### src/rtl/tbrl_pkg.sv
package tbrl_pkg;

	localparam int TOKEN_FRAC_BITS = 8;
	localparam int BYTE_W = 32;
	localparam int STORE_W = BYTE_W + TOKEN_FRAC_BITS;
	localparam int WAIT_W = 32;
	localparam int CFG_IDX_W = 1;
	localparam int CFG_DATA_W = STORE_W;
	localparam int DIV_CNT_W = $clog2(STORE_W + 1);
	localparam int OUT_DATA_W = ((2 * BYTE_W + 1 + 7) / 8) * 8;

	localparam logic [CFG_IDX_W-1:0] REG_RATE = 1'd0;
	localparam logic [CFG_IDX_W-1:0] REG_REFILL = 1'd1;

	localparam logic [STORE_W-1:0] REFILL_RESET = STORE_W'(256);
	localparam logic [WAIT_W-1:0] WAIT_MAX = '1;

	typedef enum logic {
		REQ_TICK,
		REQ_CONSUME
	} req_kind_t;

	typedef enum logic [2:0] {
		ST_IDLE,
		ST_EVAL,
		ST_CMP,
		ST_DIV,
		ST_CEIL,
		ST_SUM,
		ST_DONE
	} state_t;

	typedef struct packed {
		logic               start;
		logic [STORE_W-1:0] dividend;
		logic [STORE_W-1:0] divisor;
	} div_req_t;

	typedef struct packed {
		logic               busy;
		logic               done;
		logic [STORE_W-1:0] quotient;
		logic               rem_nz;
	} div_rsp_t;

	typedef struct packed {
		logic              holding;
		logic [BYTE_W-1:0] token_level;
		logic [WAIT_W-1:0] wait_ticks;
	} result_t;

endpackage

### src/rtl/tbrl_div.sv
module tbrl_div (
	input  logic               clk,
	input  logic               arst_n,
	input  tbrl_pkg::div_req_t req,
	output tbrl_pkg::div_rsp_t rsp
);

	logic [tbrl_pkg::STORE_W-1:0]   dvs_q;
	logic [tbrl_pkg::STORE_W-1:0]   quo_q;
	logic [tbrl_pkg::STORE_W-1:0]   rem_q;
	logic [tbrl_pkg::DIV_CNT_W-1:0] cnt_q;
	logic                           busy_q;
	logic                           done_q;
	logic [tbrl_pkg::STORE_W:0]     shifted;
	logic [tbrl_pkg::STORE_W:0]     diff;
	logic                           ge;

	// one quotient bit per cycle, restoring
	always_comb begin
		shifted = {rem_q, quo_q[tbrl_pkg::STORE_W-1]};
		diff    = shifted - {1'b0, dvs_q};
		ge      = shifted >= {1'b0, dvs_q};
	end

	always_ff @(posedge clk or negedge arst_n) begin
		if (!arst_n) begin
			busy_q <= 1'b0;
			done_q <= 1'b0;
			cnt_q  <= '0;
		end else begin
			done_q <= 1'b0;
			if (req.start) begin
				busy_q <= 1'b1;
				cnt_q  <= tbrl_pkg::DIV_CNT_W'(tbrl_pkg::STORE_W);
			end else if (busy_q) begin
				cnt_q <= cnt_q - 1'b1;
				if (cnt_q == tbrl_pkg::DIV_CNT_W'(1)) begin
					busy_q <= 1'b0;
					done_q <= 1'b1;
				end
			end
		end
	end

	always_ff @(posedge clk) begin
		if (req.start) begin
			dvs_q <= req.divisor;
			quo_q <= req.dividend;
			rem_q <= '0;
		end else if (busy_q) begin
			rem_q <= ge ? diff[tbrl_pkg::STORE_W-1:0] : shifted[tbrl_pkg::STORE_W-1:0];
			quo_q <= {quo_q[tbrl_pkg::STORE_W-2:0], ge};
		end
	end

	assign rsp.busy     = busy_q;
	assign rsp.done     = done_q;
	assign rsp.quotient = quo_q;
	assign rsp.rem_nz   = |rem_q;

	a_start_busy: assert property (@(posedge clk) disable iff (!arst_n)
		req.start |=> busy_q)
		else $error("divider did not start");

	a_done_idle: assert property (@(posedge clk) disable iff (!arst_n)
		done_q |-> (!busy_q && cnt_q == '0))
		else $error("divider done while still counting");

endmodule

### src/rtl/tbrl_core.sv
module tbrl_core (
	input  logic                               clk,
	input  logic                               arst_n,
	input  logic                               in_valid,
	output logic                               in_ready,
	input  tbrl_pkg::req_kind_t                in_kind,
	input  logic [tbrl_pkg::BYTE_W-1:0]        in_bytes,
	input  logic [tbrl_pkg::BYTE_W-1:0]        rate,
	input  logic [tbrl_pkg::STORE_W-1:0]       refill,
	output logic                               res_valid,
	input  logic                               res_ready,
	output tbrl_pkg::result_t                  res
);

	tbrl_pkg::state_t              state_q, state_d;
	tbrl_pkg::req_kind_t           kind_q;
	logic [tbrl_pkg::STORE_W-1:0]  need_q;
	logic [tbrl_pkg::STORE_W-1:0]  store_q;
	logic [tbrl_pkg::WAIT_W-1:0]   hold_q;
	logic [tbrl_pkg::WAIT_W-1:0]   wait_q;
	logic [tbrl_pkg::STORE_W:0]    ceil_q;

	logic [tbrl_pkg::STORE_W-1:0]  cap;
	logic [tbrl_pkg::STORE_W:0]    refill_sum;
	logic [tbrl_pkg::STORE_W-1:0]  deficit;
	logic [tbrl_pkg::WAIT_W:0]     hold_sum;
	logic                          sat;
	tbrl_pkg::div_req_t            div_req;
	tbrl_pkg::div_rsp_t            div_rsp;

	tbrl_div u_div (
		.clk   (clk),
		.arst_n(arst_n),
		.req   (div_req),
		.rsp   (div_rsp)
	);

	always_comb begin
		cap        = {rate, {tbrl_pkg::TOKEN_FRAC_BITS{1'b0}}};
		refill_sum = {1'b0, store_q} + {1'b0, refill};
		deficit    = need_q - store_q;
		hold_sum   = {1'b0, ceil_q[tbrl_pkg::WAIT_W-1:0]} + {1'b0, hold_q};
		sat        = (|ceil_q[tbrl_pkg::STORE_W:tbrl_pkg::WAIT_W]) || hold_sum[tbrl_pkg::WAIT_W];
	end

	always_ff @(posedge clk or negedge arst_n) begin
		if (!arst_n) begin
			state_q <= tbrl_pkg::ST_IDLE;
		end else begin
			state_q <= state_d;
		end
	end

	always_comb begin
		state_d          = state_q;
		in_ready         = 1'b0;
		res_valid        = 1'b0;
		div_req.start    = 1'b0;
		div_req.dividend = deficit;
		div_req.divisor  = refill;
		case (state_q)
			tbrl_pkg::ST_IDLE: begin
				in_ready = 1'b1;
				if (in_valid) state_d = tbrl_pkg::ST_EVAL;
			end
			tbrl_pkg::ST_EVAL: begin
				if (kind_q == tbrl_pkg::REQ_CONSUME && rate != '0) state_d = tbrl_pkg::ST_CMP;
				else state_d = tbrl_pkg::ST_DONE;
			end
			tbrl_pkg::ST_CMP: begin
				if (need_q <= store_q || refill == '0) begin
					state_d = tbrl_pkg::ST_DONE;
				end else begin
					div_req.start = 1'b1;
					state_d       = tbrl_pkg::ST_DIV;
				end
			end
			tbrl_pkg::ST_DIV: begin
				if (div_rsp.done) state_d = tbrl_pkg::ST_CEIL;
			end
			tbrl_pkg::ST_CEIL: state_d = tbrl_pkg::ST_SUM;
			tbrl_pkg::ST_SUM:  state_d = tbrl_pkg::ST_DONE;
			tbrl_pkg::ST_DONE: begin
				res_valid = 1'b1;
				if (res_ready) state_d = tbrl_pkg::ST_IDLE;
			end
			default: state_d = tbrl_pkg::ST_IDLE;
		endcase
	end

	always_ff @(posedge clk or negedge arst_n) begin
		if (!arst_n) begin
			store_q <= '0;
			hold_q  <= '0;
		end else begin
			case (state_q)
				tbrl_pkg::ST_EVAL: begin
					if (kind_q == tbrl_pkg::REQ_TICK) begin
						if (hold_q != '0) begin
							hold_q <= hold_q - 1'b1;
						end else if (rate != '0) begin
							store_q <= (refill_sum > {1'b0, cap}) ? cap
								: refill_sum[tbrl_pkg::STORE_W-1:0];
						end
					end else if (rate != '0 && store_q > cap) begin
						store_q <= cap;
					end
				end
				tbrl_pkg::ST_CMP: begin
					if (need_q <= store_q) begin
						store_q <= store_q - need_q;
					end else begin
						store_q <= '0;
						// no refill sets the hold to its maximum, WAIT_MAX
						if (refill == '0) hold_q <= tbrl_pkg::WAIT_MAX;
					end
				end
				tbrl_pkg::ST_SUM: begin
					hold_q <= sat ? tbrl_pkg::WAIT_MAX : hold_sum[tbrl_pkg::WAIT_W-1:0];
				end
				default: ;
			endcase
		end
	end

	always_ff @(posedge clk) begin
		case (state_q)
			tbrl_pkg::ST_IDLE: begin
				if (in_valid) begin
					kind_q <= in_kind;
					need_q <= {in_bytes, {tbrl_pkg::TOKEN_FRAC_BITS{1'b0}}};
				end
			end
			tbrl_pkg::ST_EVAL: wait_q <= '0;
			tbrl_pkg::ST_CMP: begin
				if (need_q > store_q && refill == '0) wait_q <= tbrl_pkg::WAIT_MAX;
			end
			tbrl_pkg::ST_CEIL: begin
				ceil_q <= {1'b0, div_rsp.quotient} + {{tbrl_pkg::STORE_W{1'b0}}, div_rsp.rem_nz};
			end
			tbrl_pkg::ST_SUM: begin
				wait_q <= sat ? tbrl_pkg::WAIT_MAX : hold_sum[tbrl_pkg::WAIT_W-1:0];
			end
			default: ;
		endcase
	end

	assign res.wait_ticks  = wait_q;
	assign res.token_level = store_q[tbrl_pkg::STORE_W-1:tbrl_pkg::TOKEN_FRAC_BITS];
	assign res.holding     = hold_q != '0;

	a_tick_no_wait: assert property (@(posedge clk) disable iff (!arst_n)
		(res_valid && kind_q == tbrl_pkg::REQ_TICK) |-> res.wait_ticks == '0)
		else $error("tick word carries a wait");

	a_wait_sets_hold: assert property (@(posedge clk) disable iff (!arst_n)
		(res_valid && res.wait_ticks != '0) |-> (hold_q == res.wait_ticks && store_q == '0))
		else $error("deficit wait not reflected in hold and bucket");

	a_div_only_in_div: assert property (@(posedge clk) disable iff (!arst_n)
		div_rsp.busy |-> state_q == tbrl_pkg::ST_DIV)
		else $error("divider running outside divide step");

endmodule

### src/rtl/token_bucket_rate_limiter.sv
// channel   dir  handshake          payload
// s_        in   s_tvalid/s_tready  s_tuser: req_type; s_tdata[31:0]: byte_count
// m_        out  m_tvalid/m_tready  m_tdata: wait_ticks, token_level, holding
// cfg_      in   cfg_we             cfg_idx selects register, cfg_wdata value
//
// a tick or unlimited consume steps EVAL, DONE; a granted consume EVAL, CMP, DONE
// a consume in deficit steps EVAL, CMP, the shift-subtract divider, CEIL, SUM, DONE
// s_tready is low from accept until the result moves into the output register
// a result waiting on m_tready does not block the next word from entering
// arst_n clears the bucket, the hold and the control state; refill resets to 256
module token_bucket_rate_limiter (
	input  logic                                 clk,
	input  logic                                 arst_n,
	input  logic                                 s_tvalid,
	output logic                                 s_tready,
	input  logic [tbrl_pkg::BYTE_W-1:0]          s_tdata,   // byte_count
	input  logic                                 s_tuser,   // req_type
	output logic                                 m_tvalid,
	input  logic                                 m_tready,
	// wait_ticks[31:0], token_level[63:32], holding[64], zero pad
	output logic [tbrl_pkg::OUT_DATA_W-1:0]      m_tdata,
	input  logic                                 cfg_we,
	input  logic [tbrl_pkg::CFG_IDX_W-1:0]       cfg_idx,
	input  logic [tbrl_pkg::CFG_DATA_W-1:0]      cfg_wdata
);

	logic [tbrl_pkg::BYTE_W-1:0]      rate_q;
	logic [tbrl_pkg::STORE_W-1:0]     refill_q;
	logic                             m_tvalid_q;
	tbrl_pkg::result_t                out_q;
	tbrl_pkg::result_t                res;
	logic                             res_valid;
	logic                             res_ready;

	always_ff @(posedge clk or negedge arst_n) begin
		if (!arst_n) begin
			rate_q   <= '0;
			refill_q <= tbrl_pkg::REFILL_RESET;
		end else if (cfg_we) begin
			case (cfg_idx)
				tbrl_pkg::REG_RATE:   rate_q   <= cfg_wdata[tbrl_pkg::BYTE_W-1:0];
				tbrl_pkg::REG_REFILL: refill_q <= cfg_wdata;
				default: ;
			endcase
		end
	end

	tbrl_core u_core (
		.clk      (clk),
		.arst_n   (arst_n),
		.in_valid (s_tvalid),
		.in_ready (s_tready),
		.in_kind  (tbrl_pkg::req_kind_t'(s_tuser)),
		.in_bytes (s_tdata),
		.rate     (rate_q),
		.refill   (refill_q),
		.res_valid(res_valid),
		.res_ready(res_ready),
		.res      (res)
	);

	// output word register
	assign res_ready = !m_tvalid_q || m_tready;

	always_ff @(posedge clk or negedge arst_n) begin
		if (!arst_n) begin
			m_tvalid_q <= 1'b0;
		end else if (res_ready) begin
			m_tvalid_q <= res_valid;
		end
	end

	always_ff @(posedge clk) begin
		if (res_ready && res_valid) out_q <= res;
	end

	assign m_tvalid = m_tvalid_q;
	assign m_tdata  = tbrl_pkg::OUT_DATA_W'(out_q);

	a_one_at_a_time: assert property (@(posedge clk) disable iff (!arst_n)
		(s_tvalid && s_tready) |=> !s_tready)
		else $error("second word taken while busy");

endmodule
### config.mk
export PLATFORM = sky130hd
export DESIGN_NAME = token_bucket_rate_limiter
export DESIGN_NICKNAME = d
export VERILOG_FILES = /design/src/rtl/tbrl_pkg.sv /design/src/rtl/tbrl_div.sv /design/src/rtl/tbrl_core.sv /design/src/rtl/token_bucket_rate_limiter.sv
export SDC_FILE = /design/constraint.sdc
export NUM_CORES = 1
export LEC_CHECK = 0
export ABC_AREA = 1
export BUFFER_PORTS_ARGS = -buffer_cell sky130_fd_sc_hd__clkbuf_2
export CORE_ASPECT_RATIO = 0.5
export CORE_MARGIN = 2
export CORE_UTILIZATION = 50
export CTS_BUF_LIST = sky130_fd_sc_hd__clkbuf_16
export DETAILED_ROUTE_END_ITERATION = 7
export GPL_TIMING_DRIVEN = 0
export PLACE_DENSITY = 0.69
export SYNTH_ARGS = -nofsm -noshare
export SYNTH_HDL_FRONTEND = slang
export SYNTH_SLANG_ARGS = --single-unit
### constraint.sdc
create_clock -name clk -period 5.85 [get_ports clk]
set_input_delay 1.17 -clock clk [delete_from_list [all_inputs] [get_ports clk]]
set_output_delay 1.17 -clock clk [all_outputs]
set_load 0.005 [all_outputs]
==> results.ini <==
[clock_tree]
cts_tree=built
worstSkewPairLatency_ns=0.61
cts.sinks=447
cts_buffers=42
clockBufferDepth=3
path_clk_slew_ns=0.07
cts_root_buf=clkbuf_16
cts.htree.levels=2

[finish]
final_nets=4475
final_common_cell=nand2_1
final_cell_mix=719 x nand2_1, 638 x inv_1, 352 x a21oi_1
drive_above_1_share=0.0820
area_delta_synth_final_pct=10.5
finalNonFillerCells=5009
n_fill_cell=5886
final_area_mm2=0.0344

[power_and_ir_drop]
p_int_w=0.0107
p_switching_w=0.0119
power_frac_clock=0.121
switching_share=0.526
vdd_drop_max_mv=0.351
pwr_density_cell_mw_per_mm2=657
power.share.combinational=0.615
power_frac_seq=0.264
p_leak_nw=16.0

[sta]
worst_pin_slew_ns=1.11
fin_crit_ns=5.66
setup_viol=0
fin_tns_setup_ns=0
slew_violations=0
fin_crit_sh=0.968
slew_headroom=0.257
rsz0062_at_grt=no
finalHoldViolations=0
max_freq_mhz=177
skew_ns=0.0376

[grt]
grt_max_degree=100
grt_pass1_wl_mm=153
grt_usage=0.311
overflow=0
grt_pass1_vias=26026
antenna_found_initial=4

[worst_setup_path]
start_kind=register
cp_slowest_cell=dfrtp_1
cpPeakStageDelay_ns=0.45
arrival_ns=6.18
worstSetupPathType=register to register
crit_family=simple AND/OR/NAND/NOR gates
cp_num_buf_inv=2
cp_max_fo=10
reg2reg_slack_ns=0.19
end_kind=register
crit_required_ns=6.37
crit_top_cell=nand2_1

[logic_synthesis]
synth-warning-count=0
postSynthAreaPerCell_um2=7.88
yosysSeqAreaShare=0.394
synth_mux_area_frac=0.00290
synth-seq-cells=447
synthDistinctLibCells=65
ys.flop_type=edfxtp_1
netlist_instances=3948
synth_area_mm2=0.0311
async_reset_ff_frac=0.349
synth_xor_area_frac=0.0566
synth_top_family_by_area=simple AND/OR/NAND/NOR gates
synth-simple-area-share=0.196
synth_compound_area_frac=0.157
synth_adder_area_share=0.101
synth_edf_count=251

[route]
dr.pass1.iters=6
num_vias=28084
drtAntennaViolNets=0
drc=0
via_per_inst=5.61
drt_iter0_drc=2718
wl_per_cell_um=20.2
wl_mm=101

[status]
status=finished, final reports clean

[floorplan]
core_mm2=0.0613
dieWidth_um=357
dieArea_mm2=0.0643
die_y_um=180
rows=64
ios=153
initial_core_util=0.507

[min_path]
hp-class=register to register

[placement]
dp_cells=4929
place_congestion=0.979
dp_hpwl_mm=82.6
io_buffers=145
dpl_cell_area_mm2=0.0330

[run]
maxCapViolCount=0

## final timing paths
path | startpoint | cells after the start | end
max | refill_q[2]$_DFFE_PN0P_ | 25 | u_core.store_q[34]$_DFFE_PN0P_
max in group asynchronous | arst_n | 2 | u_core.u_div.cnt_q[3]$_DFFE_PN0P_
max reg2reg | refill_q[2]$_DFFE_PN0P_ | 25 | u_core.store_q[34]$_DFFE_PN0P_
min reg2reg | u_core.wait_q[23]$_DFFE_PP_ | 0 | m_tdata[23]$_DFFE_PP_
min in group asynchronous | arst_n | 1 | refill_q[34]$_DFFE_PN0P_
min | u_core.wait_q[23]$_DFFE_PP_ | 0 | m_tdata[23]$_DFFE_PP_
## routing by layer
| layer | GRT usage | share of wire |
|---|---|---|
| met5 | 0 | 0.00092 |
| met2 | 0.444 | 0.40 |
| met4 | 0.0603 | 0.020 |
| met1 | 0.465 | 0.46 |
| met3 | 0.0932 | 0.11 |
## cell type report
type | count | area [µm²] | area share
diodes | 2 | 5.00 | 0.000146
clock inverters | 36 | 273 | 0.00794
well taps | 825 | 1030 | 0.0300
plain buffers | 103 | 510 | 0.0149
repair buffers | 150 | 842 | 0.0245
inverters | 639 | 2400 | 0.0698
flip-flops and latches | 447 | 12200 | 0.356
multi-input cells | 2765 | 16000 | 0.466
clock buffers | 42 | 1050 | 0.0306
## power groups by stage
stage | registers (W) | logic [W] | clock network (W)
final | 0.00597 | 0.0139 | 0.00273
after detailed placement | 0.00597 | 0.0135 | 0
after CTS | 0.00592 | 0.0136 | 0.00278
after global routing | 0.00606 | 0.0155 | 0.00290
after global placement | 0.00598 | 0.0132 | 0
after floorplan | 0.00544 | 0.00964 | 0
## registers in the layout (all words and copies together), names as in the netlist, 32 cells and up
| signal | count |
|---|---|
| m_tdata | 65 |
| u_core.ceil_q | 41 |
| refill_q | 40 |
| u_core.store_q | 40 |
| u_core.u_div.dvs_q | 40 |
| u_core.u_div.quo_q | 40 |
| u_core.u_div.rem_q | 40 |
| rate_q | 32 |
| u_core.hold_q | 32 |
| u_core.need_q | 32 |
| u_core.wait_q | 32 |
## stage by stage
| stage | hold slack (ns) | total power, W | util | setup WS (ns) |
|---|---|---|---|---|
| after global routing | 0.427 | 0.0244 | 0.560 | 0.0439 |
| after floorplan | 0.400 | 0.0151 | - | 1.29 |
| after detailed placement | 0.405 | 0.0195 | 0.539 | 0.463 |
| after global placement | 0.401 | 0.0192 | 0.536 | -0.451 |
| after CTS | 0.420 | 0.0223 | 0.560 | 0.425 |
| final | 0.420 | 0.0226 | 0.560 | 0.190 |
## repair_timing
action	in CTS	in global routing
resized for setup	0	1
hold buffers	0	0
setup endpoints to repair	0	30
buffers inserted	0	0
## cells in the mapped netlist, drive strengths merged (3+ instances only)
library cell | count | area, µm²
nand2 | 727 | 2750
inv | 637 | 2390
a21oi | 356 | 1800
o21ai | 355 | 1780
nor2 | 354 | 1370
edfxtp | 251 | 7540
ha | 244 | 3050
dfrtp | 155 | 3880
xor2 | 147 | 1290
nand3 | 132 | 671
nand4 | 81 | 507
nor3 | 60 | 362
buf | 54 | 318
xnor2 | 54 | 473
clkbuf | 49 | 193
nor4 | 47 | 307
dfxtp | 40 | 801
a31oi | 39 | 244
o21bai | 27 | 206
a21o | 23 | 173
o211ai | 21 | 158
o21a | 19 | 143
a21boi | 15 | 113
mux2 | 8 | 90.1
a211oi | 7 | 52.6
a221oi | 5 | 43.8
o221ai | 5 | 43.8
fa | 4 | 80.1
nand3b | 4 | 42.5
or2 | 4 | 27.5
and2 | 3 | 18.8
o22ai | 3 | 18.8
## worst reg2reg max path, cell delays in order (launching register included)
cell	delay, ns
dfrtp_1	0.45
ha_1	0.39
a21oi_1	0.22
nand2_1	0.25
nand2_1	0.13
o211ai_1	0.34
nand2_1	0.15
nand2_1	0.19
nand3_1	0.17
nand2_1	0.12
nand2_1	0.11
nand3b_1	0.08
nand2_1	0.12
inv_1	0.06
ha_1	0.28
nand2_1	0.14
nor4_1	0.31
nand4_1	0.22
nor3_1	0.21
nand4_1	0.31
nand2_1	0.41
nand3_2	0.30
buf_2	0.28
nand2_1	0.08
nand3_1	0.09
a21oi_1	0.17
## cell families after synthesis
group,after synthesis
and+or+nand+nor,1415
AOI/OAI and AO/OA,886
buffers and inverters,742
DFF,447
adders and majority gates,248
xor gates and xnor gates,201
muxes,8
other,1
Note: power is estimated with default switching activity, not from simulation.
